**src/rtl/assert_macros.svh**
```systemverilog
// Assertion helpers for the RTL.
`ifndef ASSERT_MACROS_SVH
`define ASSERT_MACROS_SVH

// Same-cycle implication, disabled while reset is asserted.
`define AST_IMP(label, clk, rst_n, a, b) \
    label: assert property (@(posedge clk) disable iff (!rst_n) (a) |-> (b)) \
        else $error("assertion failed");

// Next-cycle implication, disabled while reset is asserted.
`define AST_NEXT(label, clk, rst_n, a, b) \
    label: assert property (@(posedge clk) disable iff (!rst_n) (a) |=> (b)) \
        else $error("assertion failed");

`endif

```
**src/rtl/rgbe_pkg.sv**
```systemverilog
package rgbe_pkg;

    // Operation codes carried through the queue.
    localparam logic [1:0] OP_FEED    = 2'd0;
    localparam logic [1:0] OP_DRAIN   = 2'd1;
    localparam logic [1:0] OP_RESTART = 2'd2;
    localparam logic [1:0] OP_NONE    = 2'd3;

    // Parser phases.
    localparam logic [2:0] PH_FIRST  = 3'd0;
    localparam logic [2:0] PH_FLAT   = 3'd1;
    localparam logic [2:0] PH_MARK   = 3'd2;
    localparam logic [2:0] PH_COUNT  = 3'd3;
    localparam logic [2:0] PH_RUNVAL = 3'd4;
    localparam logic [2:0] PH_LIT    = 3'd5;
    localparam logic [2:0] PH_DONE   = 3'd6;
    localparam logic [2:0] PH_ERR    = 3'd7;

    // Error codes.
    localparam logic [1:0] ERR_NONE  = 2'd0;
    localparam logic [1:0] ERR_WIDTH = 2'd1;
    localparam logic [1:0] ERR_COUNT = 2'd2;
    localparam logic [1:0] ERR_CAP   = 2'd3;

    localparam int QUEUE_DEPTH = 4;

    typedef struct packed {
        logic       valid;
        logic [1:0] op;
        logic [7:0] data;
    } queue_head_t;

    typedef struct packed {
        logic [2:0] count;
    } q_stat_t;

endpackage

```
**src/rtl/rgbe_if.sv**
```systemverilog
interface rgbe_in_if;
    logic       valid;
    logic       ready;
    logic [1:0] action;
    logic [7:0] data_byte;
    modport source (output valid, output action, output data_byte, input ready);
    modport sink (input valid, input action, input data_byte, output ready);
endinterface


```
**src/rtl/rgbe_front.sv**
```systemverilog
module rgbe_front (
    input  logic                 clk,
    input  logic                 rst_n,
    rgbe_in_if.sink              pix_in,
    input  logic                 pop,
    output rgbe_pkg::queue_head_t head,
    output rgbe_pkg::q_stat_t    stat
);
    import rgbe_pkg::*;

    localparam int PW = $clog2(QUEUE_DEPTH);

    logic [1:0]    op_mem [0:QUEUE_DEPTH-1];
    logic [7:0]    data_mem [0:QUEUE_DEPTH-1];
    logic [PW-1:0] wr_ptr_reg, wr_ptr_next;
    logic [PW-1:0] rd_ptr_reg, rd_ptr_next;
    logic [PW:0]   count_reg, count_next;
    logic [1:0]    op_class;
    logic          push;
    logic          take;

    // Classify the action; unknown actions are accepted and dropped here.
    always_comb
    begin
        unique case (pix_in.action)
            2'd0:    op_class = OP_FEED;
            2'd1:    op_class = OP_DRAIN;
            2'd2:    op_class = OP_RESTART;
            default: op_class = OP_NONE;
        endcase
    end

    assign pix_in.ready = (count_reg < (PW+1)'(QUEUE_DEPTH));
    assign take         = pix_in.valid && pix_in.ready;
    assign push         = take && (op_class != OP_NONE);

    // Queue pointers and fill count.
    always_comb
    begin
        wr_ptr_next = push ? wr_ptr_reg + 1'b1 : wr_ptr_reg;
        rd_ptr_next = pop ? rd_ptr_reg + 1'b1 : rd_ptr_reg;
        count_next  = count_reg + (PW+1)'(push) - (PW+1)'(pop);
    end

    always_ff @(posedge clk or negedge rst_n)
    begin
        if (!rst_n)
        begin
            wr_ptr_reg <= '0;
            rd_ptr_reg <= '0;
            count_reg  <= '0;
        end
        else
        begin
            wr_ptr_reg <= wr_ptr_next;
            rd_ptr_reg <= rd_ptr_next;
            count_reg  <= count_next;
        end
    end

    // Queue storage.
    always_ff @(posedge clk)
    begin
        if (push)
        begin
            op_mem[wr_ptr_reg]   <= op_class;
            data_mem[wr_ptr_reg] <= pix_in.data_byte;
        end
    end

    assign head.valid  = (count_reg != '0);
    assign head.op     = op_mem[rd_ptr_reg];
    assign head.data   = data_mem[rd_ptr_reg];
    assign stat.count  = 3'(count_reg);

endmodule

```
**src/flat_wrapper.sv**
```systemverilog
// flat-port wrapper written by rule: the top's interface ports become plain ports
module rgbe_front_flat import rgbe_pkg::*;
  (clk, rst_n, pop, head, stat, pix_in_valid, pix_in_action, pix_in_data_byte, pix_in_ready);
  rgbe_in_if pix_in_i ();
  input  logic clk;
  input  logic rst_n;
  input  logic pop;
  output rgbe_pkg::queue_head_t head;
  output rgbe_pkg::q_stat_t stat;
  input wire logic [$bits(pix_in_i.valid)-1:0] pix_in_valid;
  input wire logic [$bits(pix_in_i.action)-1:0] pix_in_action;
  input wire logic [$bits(pix_in_i.data_byte)-1:0] pix_in_data_byte;
  output wire logic [$bits(pix_in_i.ready)-1:0] pix_in_ready;
  assign pix_in_i.valid = pix_in_valid;
  assign pix_in_i.action = pix_in_action;
  assign pix_in_i.data_byte = pix_in_data_byte;
  assign pix_in_ready = pix_in_i.ready;
  rgbe_front u_core (.clk(clk), .rst_n(rst_n), .pix_in(pix_in_i), .pop(pop), .head(head), .stat(stat));
endmodule
```
**config.mk**
```make
export PLATFORM = sky130hd
export DESIGN_NAME = rgbe_front_flat
export DESIGN_NICKNAME = d
export VERILOG_FILES = /design/src/rtl/assert_macros.svh /design/src/rtl/rgbe_pkg.sv /design/src/rtl/rgbe_if.sv /design/src/rtl/rgbe_front.sv /design/src/flat_wrapper.sv
export SDC_FILE = /design/constraint.sdc
export NUM_CORES = 1
export LEC_CHECK = 0
export BUFFER_PORTS_ARGS = -buffer_cell sky130_fd_sc_hd__buf_2
export CAP_MARGIN = 20
export CELL_PAD_IN_SITES_DETAIL_PLACEMENT = 1
export CELL_PAD_IN_SITES_GLOBAL_PLACEMENT = 2
export CORE_ASPECT_RATIO = 0.7
export CORE_UTILIZATION = 39
export CTS_BUF_LIST = sky130_fd_sc_hd__clkbuf_8
export DETAILED_ROUTE_END_ITERATION = 10
export PLACE_DENSITY = 0.78
export REMOVE_ABC_BUFFERS = 1
export SLEW_MARGIN = 20
export SYNTH_ARGS = -nofsm -noshare
export SYNTH_HDL_FRONTEND = slang
export SYNTH_SLANG_ARGS = --single-unit
```
**constraint.sdc**
```tcl
create_clock -name clk -period 1.57 [get_ports clk]
set_input_delay 0.314 -clock clk [delete_from_list [all_inputs] [get_ports clk]]
set_output_delay 0.314 -clock clk [all_outputs]
set_load 0.02 [all_outputs]
```
# == After elaboration in Yosys (flattened, before gate mapping) ==
# Memory sizes are Yosys's and may differ from the RTL's.
# Index checks and enable logic that the tools add are counted.
# word_totals
input_bits,14
ram_bits,40
wordCells,20
register_bits,7
out_inout_bits,15
mem_count,2
# classes
muxes,3
reduce_logical,4
magnitude_cmp,1
addsub,4
eq_ne,3
# memory_table
memory,words,width,read_ports,rd_clocked_by_memory_dff,wr,line,text
u_core.data_mem,4,8,1,0,1,rgbe_front.sv:14,logic [7:0] data_mem [0:QUEUE_DEPTH-1];
u_core.op_mem,4,2,1,0,1,rgbe_front.sv:13,logic [1:0] op_mem [0:QUEUE_DEPTH-1];
# ops
cell,n
$pmux W2 S3,1
$add A2 B1 Y2 const B,2
$add A3 B1 Y3,1
$lt A3 B3 Y1 const B,1
$reduce_bool A3 Y1,1
$sub A3 B1 Y3,1
$eq A2 B1 Y1 const B,1
$eq A2 B2 Y1 const B,1
$logic_and A1 B1 Y1,2
$logic_not A2 Y1,1
$mux W1,2
$ne A2 B2 Y1 const B,1

# == Depth between registers and ports, before layout ==
# logic_depth
word_depth,6
ltp_mapped,8
ltp_nobuf,8

# == Least setup slack after synthesis ==
# No wires, ideal clock.
# synth_path
path_type,register -> register
start,reg u_core.count_reg[2] (netlist: u_core.stat[2])
end,reg u_core.count_reg[2] (netlist: u_core.stat[2])
t_required_ns,1.439
slack_ns,-0.255
period_less_slack_ns,1.825
setup_time_ns,0.131
path_buffers,1
arrival_time_ns,1.694
path_stages_with_launch,9
path_cell_list,dfrtp_1 > inv_2 > and3_1 > buf_6 > ha_1 > inv_1 > fa_1 > xnor2_1 > xnor2_1
# synth_between
elab_chain_len,5
# synth_lines
item,line,text
start: declaration,rgbe_front.sv:17,"logic [PW:0] count_reg, count_next;"
start signal: assignment,rgbe_front.sv:57,count_reg <= count_next;
$lt A3 B3 Y1,rgbe_front.sv:33,assign pix_in.ready = (count_reg < (PW+1)'(QUEUE_DEPTH));
via pix_in_ready,flat_wrapper.sv:13,output wire logic [$bits(pix_in_i.ready)-1:0] pix_in_ready;
$logic_and A1 B1 Y1,rgbe_front.sv:34,assign take = pix_in.valid && pix_in.ready;
$logic_and A1 B1 Y1,rgbe_front.sv:35,assign push = take && (op_class != OP_NONE);
via u_core.push,rgbe_front.sv:19,logic push;
$add A3 B1 Y3,rgbe_front.sv:42,count_next = count_reg + (PW+1)'(push) - (PW+1)'(pop);
$sub A3 B1 Y3,rgbe_front.sv:42,
via u_core.count_next[2],rgbe_front.sv:17,
# The timed path passes the listed nets, and every way through them passes these cells.
# A chain may end at the register's enable or synchronous reset.

==> Flow_metrics.wiki <==
{| class="wikitable"
! Metric !! Value
|-
| Result of the run || finished, violations left
|-
| Failing checks || setup timing
|-
| Most frequent cell after synthesis || edfxtp_1
|-
| Worst Setup Start Kind || flip-flop
|-
| Synth-to-Final Area Change || 28.4%
|-
| Cell area after synthesis || 1870 sq um
|-
| Port Buffer Count || 28
|-
| Wire length per cell || 17.7 um
|-
| Global-route wire length before repair || 5090 um
|-
| Number of levels the H-tree was split into || 2
|-
| Final setup violation count || 13
|-
| Via-to-Cell Ratio || 4.92
|-
| Total number of vias || 940
|-
| Minimum clock period after layout || 1870 ps
|-
| Worst VDD drop || 0.000560 V
|-
| Diodes inserted || 0
|-
| First DRT Iteration DRCs || 42
|-
| Mean instance size in the synthesized netlist || 20.8 sq um
|-
| Biggest fanout along the worst timing path || 7
|-
| Final Skew || 6.31 ps
|-
| Chip height || 59.9 um
|-
| Routability-driven placement congestion ratio || 0.649
|-
| Number of flip-flops in the largest register || 32
|-
| Deepest clock path buffer count || 2
|-
| Min-Delay Path Class || in -> reg
|-
| Power density over the cells || 1820 nW/um^2
|-
| Maximum number of pins on one net before global-route repair || 17
|-
| Post-synth top area cell || edfxtp_1
|-
| Area enclosed by the die boundary || 5080 sq um
|-
| Post-route antenna net violation count || 0
|-
| Effective utilization at floorplan || 0.417
|-
| Warnings from Yosys || 0
|-
| Primary FF master, synth || edfxtp_1
|-
| Share of the core filled with cells in the final layout || 0.536
|-
| Final global-route overflow total || 0
|-
| CTS sink count || 47
|-
| Most flop-heavy register || u_core.data_mem
|-
| First-pass detailed-route iteration total || 6
|-
| Final count of pins violating max slew || 0
|-
| Final std cell area, no fill || 2400 sq um
|-
| Count of distinct cell types in the synthesized netlist || 18
|-
| Die boundary width || 84.7 um
|-
| Fraction of the yosys area taken by sequential cells || 0.736
|-
| WP data required || 1260 ps
|-
| Total negative slack for setup checks || -2970 ps
|-
| Cell row count || 20
|-
| TritonCTS clock tree || built
|-
| Floorplan Core Area || 4480 sq um
|-
| Post-Place Cell Area || 2200 sq um
|-
| Post-detail-place hpwl || 2400 um
|-
| Worst Max-Slew Pin Slew || 237 ps
|-
| Cells taking the most area after synthesis || edfxtp_1, mux4_2, dfrtp_1
|-
| Slew HR || 0.842
|-
| Share of the cycle needed by the critical path after routing || 1.19
|-
| Number of enable flip-flop cells after synthesis || 40
|-
| Critical path endpoint category || primary output
|-
| Endpoint arrival time on the critical path || 1550 ps
|-
| Area fraction of the dominant cell type after synthesis || 0.643
|-
| Final critical-path setup slack || -296 ps
|-
| Number of standard cells after synthesis || 90
|-
| Count of endpoints failing hold in the final timing report || 0
|-
| Share of cells above drive strength 1 || 0.500
|-
| Top cells by instance count after synthesis || edfxtp_1, mux4_2, dfrtp_1, ha_1, inv_1
|-
| GRT Overall Usage || 0.144
|-
| Number of clock buffers inserted by TritonCTS || 5
|-
| Number of max-capacitance violations reported || 0
|-
| Top-level I/O count || 29
|-
| Number of antenna violations at the first check in global routing || 0
|-
| Overall routed net length || 3390 um
|-
| Unrepaired setup endpoints after global routing || true
|-
| Clock latency reported for the late side of the worst-skew pair || 300 ps
|-
| Clock transition at the registers of the reported paths || 90 ps
|-
| Number of remaining DRC errors || 0
|-
| Cell leakage power || 0.909 nW
|-
| Clk Tree Root Cell || clkbuf_8
|-
| Net total in the final layout || 156
|-
| FF+latch count, synth || 47
|-
| Number of fill cells || 415
|-
| FMAX || 0.536 GHz
|-
| Number of global-route vias before repair || 1,009
|-
| Type of the worst setup path || reg -> out
|-
| Post-synthesis async set-or-reset flop share || 0.149
|}
cell families after synthesis:
logic type               Yosys count  share of synthesized area
buffers and inverters             12                     0.0328
adder cells (fa/ha/maj)            7                     0.0509
AND/OR/NAND/NOR                    8                     0.0241
flip-flops                        47                      0.736
XOR/XNOR                           5                     0.0234
multiplexers                      11                      0.133
power by group:
part / switching, W / internal, W / leakage [nW] / total (W)
registers: 0.000129 / 0.00158 / 0.444 / 0.00171
clock network: 0.000410 / 0.000318 / 0.0408 / 0.000728
logic: 0.000893 / 0.00105 / 0.424 / 0.00195
total: 0.00143 / 0.00295 / 0.909 / 0.00438
stage by stage:
stage / hold WS (ps) / power [W] / worst slack (ps) / instances
4_1_cts: 215 / 0.00436 / -313 / 190
2_1_floorplan: 18.4 / 0.00266 / -282 / 85
3_5_place_dp: 155 / 0.00334 / -208 / 180
5_1_grt: 213 / 0.00459 / -343 / 191
6_report: 219 / 0.00438 / -296 / 191
3_3_place_gp: 157 / 0.00327 / -109 / 180
cell type report:
type / instances / area (sq um) / share of cell area
sequential: 47 / 1380 / 0.574
multi-input combinational: 31 / 442 / 0.184
timing repair buffer: 43 / 394 / 0.164
clock buffer: 5 / 68.8 / 0.0287
tap: 55 / 68.8 / 0.0287
inverter: 7 / 26.3 / 0.0109
clock inverter: 3 / 23.8 / 0.00991
cells in the final DEF, fill, tap and decap left out, types with 3 or more instances in the layout:
cell type / instances
clkbuf_8: 5
buf_6: 13
and2_1: 4
ha_1: 5
inv_2: 3
xnor2_1: 3
edfxtp_1: 40
dfrtp_1: 7
buf_12: 5
mux4_2: 10
buf_4: 7
inv_1: 4
buf_2: 17
layer usage:
layer  up-vias  part of all wire  GRT usage  wire (um)
met4         0             0.019     0.0654         63
met3         7             0.035     0.0359        119
met5         -                 0          0          0
met1       483              0.43      0.170       1440
met2        20              0.52      0.257       1760
li1        430                 -          -          -
worst paths after layout:
| check | slack, ps | startpoint | depth (start not counted) | end |
|---|---|---|---|---|
| min in group asynchronous | 380 | rst_n | 2 | u_core.stat[2]$_DFF_PN0_ |
| hold reg to reg | 610 | u_core.wr_ptr_reg[1]$_DFFE_PN0P_ | 1 | u_core.wr_ptr_reg[1]$_DFFE_PN0P_ |
| setup reg to reg | -130 | u_core.stat[0]$_DFF_PN0_ | 8 | u_core.stat[2]$_DFF_PN0_ |
| setup / recovery | -300 | u_core.rd_ptr_reg[0]$_DFFE_PN0P_ | 3 | head[7] |
| max in group asynchronous | 1030 | rst_n | 2 | u_core.rd_ptr_reg[1]$_DFFE_PN0P_ |
| hold / removal | 220 | pix_in_data_byte[7] | 1 | u_core.data_mem[3][7]$_DFFE_PP_ |
worst max-delay path: stages, from the launching register on:
cell and delay (ps):
dfrtp_1 420, buf_12 160, mux4_2 520, buf_6 150
timing repair:
| action | CTS | global route |
|---|---|---|
| resized for setup | 26 | 6 |
| buffers inserted | 1 | 1 |
| endpoints found under the setup margin | 12 | 13 |
| pin swaps | 1 | 0 |
| hold buffers | 1 | 0 |
| hold endpoints to repair | 7 | 0 |
Note: power is estimated with default switching activity, not from simulation.
